<file path="src/iidl_pkg.sv">
// Shared types and constants for the indexed insert/delete list.
// Used by iidl_cell and indexed_insert_delete_list; depends on nothing.
`default_nettype none

package iidl_pkg;

    localparam int KIND_W            = 3;
    localparam int POS_W             = 6;
    localparam int VALUE_W           = 32;
    localparam int COUNT_W           = 7;
    // Wide enough for any index or fill count up to the largest supported depth
    localparam int TGT_W             = 11;
    localparam int DEFAULT_DEPTH     = 64;
    localparam int DEFAULT_WORD_BITS = 32;

    typedef enum logic [KIND_W-1:0] {
        KIND_PUSH      = 3'd0,
        KIND_POP       = 3'd1,
        KIND_INSERT    = 3'd2,
        KIND_REMOVE    = 3'd3,
        KIND_READ      = 3'd4,
        KIND_OVERWRITE = 3'd5
    } kind_t;

    typedef enum logic [1:0] {
        CELL_HOLD,
        CELL_WRITE,
        CELL_SHIFT_UP,
        CELL_SHIFT_DOWN
    } cell_op_t;

    typedef struct packed {
        cell_op_t           op;
        logic [TGT_W-1:0]   target;
        logic [TGT_W-1:0]   rd_target;
    } cell_ctrl_t;

    typedef struct packed {
        logic [KIND_W-1:0]  kind;
        logic [POS_W-1:0]   position;
        logic [VALUE_W-1:0] value;
    } req_t;

    typedef struct packed {
        logic               status;
        logic [VALUE_W-1:0] read_value;
        logic [COUNT_W-1:0] entry_count;
    } rsp_t;

endpackage

`default_nettype wire

</file>
<file path="src/iidl_cell.sv">
// One storage cell of the list: holds a single entry and trades it with its neighbors.
// Depends on iidl_pkg.
`default_nettype none

module iidl_cell
    import iidl_pkg::*;
#(
    parameter int WIDTH = DEFAULT_WORD_BITS,
    parameter int INDEX = 0
)
(
    input  wire logic             clk,
    input  wire cell_ctrl_t       ctrl,
    input  wire logic [WIDTH-1:0] value,
    input  wire logic [WIDTH-1:0] lower_word,
    input  wire logic [WIDTH-1:0] upper_word,
    output logic      [WIDTH-1:0] word,
    output logic      [WIDTH-1:0] rd_word
);

    localparam logic [TGT_W-1:0] MY_INDEX = TGT_W'(INDEX);

    logic [WIDTH-1:0] word_reg;
    logic [WIDTH-1:0] word_next;

    always_comb
    begin
        word_next = word_reg;
        unique case (ctrl.op)
            CELL_WRITE:
            begin
                if (MY_INDEX == ctrl.target)
                    word_next = value;
            end
            CELL_SHIFT_UP:
            begin
                // take the lower neighbor above the insert point, the new word at it
                if (MY_INDEX > ctrl.target)
                    word_next = lower_word;
                else if (MY_INDEX == ctrl.target)
                    word_next = value;
            end
            CELL_SHIFT_DOWN:
            begin
                if (MY_INDEX >= ctrl.target)
                    word_next = upper_word;
            end
            default:
            begin
                word_next = word_reg;
            end
        endcase
    end

    always_ff @(posedge clk)
    begin
        word_reg <= word_next;
    end

    assign word    = word_reg;
    assign rd_word = (MY_INDEX == ctrl.rd_target) ? word_reg : '0;

endmodule

`default_nettype wire

</file>
<file path="config.mk">
export PLATFORM = sky130hd
export DESIGN_NAME = iidl_cell
export DESIGN_NICKNAME = d
export VERILOG_FILES = /design/src/iidl_pkg.sv /design/src/iidl_cell.sv
export SDC_FILE = /design/constraint.sdc
export NUM_CORES = 1
export LEC_CHECK = 0
export BUFFER_PORTS_ARGS = -buffer_cell sky130_fd_sc_hd__buf_2
export CAP_MARGIN = 20
export CORE_AREA = 2 2 81 83
export CTS_BUF_LIST = sky130_fd_sc_hd__clkbuf_16
export DETAILED_ROUTE_END_ITERATION = 12
export DIE_AREA = 0 0 83 85
export PLACE_DENSITY = 0.82
export SKIP_LAST_GASP = 1
export SLEW_MARGIN = 15
export SYNTH_ARGS = -nofsm -noshare
export SYNTH_HDL_FRONTEND = slang
export SYNTH_SLANG_ARGS = --single-unit
</file>
<file path="constraint.sdc">
create_clock -name clk -period 4.25 [get_ports clk]
set_clock_uncertainty 0.05 [all_clocks]
set_input_delay 0.425 -clock clk [delete_from_list [all_inputs] [get_ports clk]]
set_output_delay 0.425 -clock clk [all_outputs]
set_load 0.1 [all_outputs]
</file>
==> results by group <==
Synthesis
  – Synth cell types: 15
  – Seq cells post-synth: 32
  – Total nets after synthesis: 270
  – Gate Count Post-Synth: 149
  – Sequential element share of the synthesized area: 44.3%
  – Mapped cell area: 2170 um2
  – Yosys warns: 0
  – Mean Syn Cell Area: 14.5 um2

Placed design
  – Post-DP HPWL: 3730 um
  – Dpl cells: 369
  – Placer Congestion: 0.715
  – Dpl cell area: 2970 um2
  – IO Port Bufs: 152

Finish
  – Layout net count: 420
  – Post-Layout Cell Count: 377
  – Finished Cell Area: 3110 um2
  – Max reg flops: 32
  – Share of cells above drive strength 1: 76.0%
  – ANT cells: 0
  – Layout area overhead: 43.5%

STA
  – Final Hold Viols: 0
  – Period utilisation layout: 64.4%
  – Achievable Freq: 0.365 GHz
  – Worst hold margin: 0.398 ns
  – Setup violators final: 0
  – Pins Over Slew Limit: 0
  – RSZ-0062 raised after global routing: no
  – Relative slew slack: 38.8%
  – Worst-Margin Slew: 0.918 ns
  – Period minus WS final: 2.74 ns
  – Setup TNS: 0 ns

Setup path
  – R2r setup slk: 2.99 ns
  – CP Launch Point: ctrl[5]
  – Critical Path RT: 3.77 ns
  – Worst setup EP type: primary output
  – Crit Path Max Fanout: 32
  – Critical Path Source Type: primary input
  – CP Class: primary input to primary output
  – Reg2reg end: word[2]
  – Reg2reg start: word[2]
  – Cells on worst reg2reg path: 2
  – CP endpoint: rd_word[17]
  – Arrival time worst endpoint: 2.26 ns

Clock network
  – Clock transition at path regs: 0.05 ns
  – Worst-skew pair later-pin latency: 0.27 ns
  – Num CTS Buffers: 5
  – Post-CTS sizing: 0
  – H-tree lvl count: 2
  – Post-CTS Setup Inserts: 0
  – CTS Hold Bufs: 0
  – TritonCTS Sinks: 32
  – TritonCTS clock tree: built
  – Root buffer cell: clkbuf_16
  – Clk buf depth: 2

Drt
  – DRT Wirelength: 5040 um
  – First-pass DRT Iterations: 4
  – Vias per cell: 4.63
  – WL per Instance: 13.4 um
  – Initial DRC count: 43
  – DRC viols: 0
  – ANT nets after route: 0
  – Via count: 1746

Floorplanning
  – Core ar.: 6200 um2
  – Die X: 83 um
  – Die Span Y: 85 um
  – # IOs: 185
  – Die ar.: 7060 um2
  – Starting Density: 34.9%
  – Standard-cell rows: 29

Run status
  – Outcome: finished, final reports clean

Flow run
  – Max-capacitance violation count: 0

Global routing
  – First-pass GRT wire length: 8060 um
  – Vias in the first global route: 1792
  – GR Overflow Total: 0
  – Total global-route track usage: 14.2%
  – Initial antenna violation count: 0
  – Largest net degree at the start of global routing: 35

Pwr
  – Peak supply drop: 0.000176 V
  – Leakage power: 1.59 nW
  – Power density over the cells: 381 nW/um2

Worst hold path
  – Hold Crit Class: primary input to register
  – Hold Path Origin: value[14]
-- metrics by stage --
step / total power [mW] / utilization, % / setup WS, ns
4_1_cts: 1.20 / 50.1 / 1.45
3_5_place_dp: 0.856 / 47.9 / 1.33
2_1_floorplan: 0.766 / - / 1.50
5_1_grt: 1.23 / 50.1 / 1.23
3_3_place_gp: 0.849 / 47.9 / 1.38
6_report: 1.18 / 50.1 / 1.51
-- final cells by class --
cell class | count | area, um2
Fill cell | 576 | 3090
Sequential cell | 32 | 961
Timing Repair Buffer | 152 | 761
Clock inverter | 3 | 13.8
Multi-Input combinational cell | 108 | 1150
Clock buffer | 5 | 125
Tap cell | 77 | 96.3
-- where the power goes --
group          internal (mW)  total, mW  switching, mW
Clock                  0.212      0.336          0.124
Sequential             0.396      0.417         0.0217
Combinational          0.126      0.431          0.304
-- cell usage after synthesis, drive strengths merged --
cell type	number	share of area (%)
mux2	64	38
and2	32	9.2
edfxtp	32	44
buf	6	2.3
nor4	4	2.5
clkbuf	3	0.52
nor2	2	0.35
nor3	2	0.46
a31oi	1	0.29
and3	1	0.29
nand2	1	0.29
nand4	1	0.98
-- critical path, cell delays in order --
cell and delay, ns:
buf_2 0.10, nor4_1 0.26, and3_1 0.81, and2_1 0.24, buf_2 0.43
-- per-layer routing --
metal	wire (um)	part of all wire, %	GRT usage, %
met5	0	0	0
met4	34	0.68	4.02
met3	402	8.0	4.09
met2	2560	51	26.0
met1	2040	40	16.2
-- kinds of logic after synthesis --
| kind of cell | count (synthesis) | share of synthesized area [%] |
|---|---|---|
| flip-flops | 32 | 44.3 |
| multiplexers | 64 | 38.5 |
| AND/OR/NAND/NOR | 43 | 14.1 |
| AO/OA/AOI/OAI | 1 | 0.289 |
| buffers and inverters | 9 | 2.77 |
-- how the worst min path moves through the flow --
stage               cells past startpoint  slack [ns]        to
finish                                  2        0.40  word[14]
global placement                        2        0.65  word[20]
CTS                                     2        0.39  word[23]
global route                            2        0.39  word[23]
detailed placement                      2        0.66  word[16]
floorplan                               1        0.59   word[0]
-- cells in the final DEF (no fill, tap or decap), drive strengths merged, types with 2 or more instances in the layout --
cell	n
clkinv	3
buf	152
mux2	64
edfxtp	32
nor2	2
and2	32
clkbuf	5
nor4	4
nor3	2
Power figures use the tool's default switching activity.
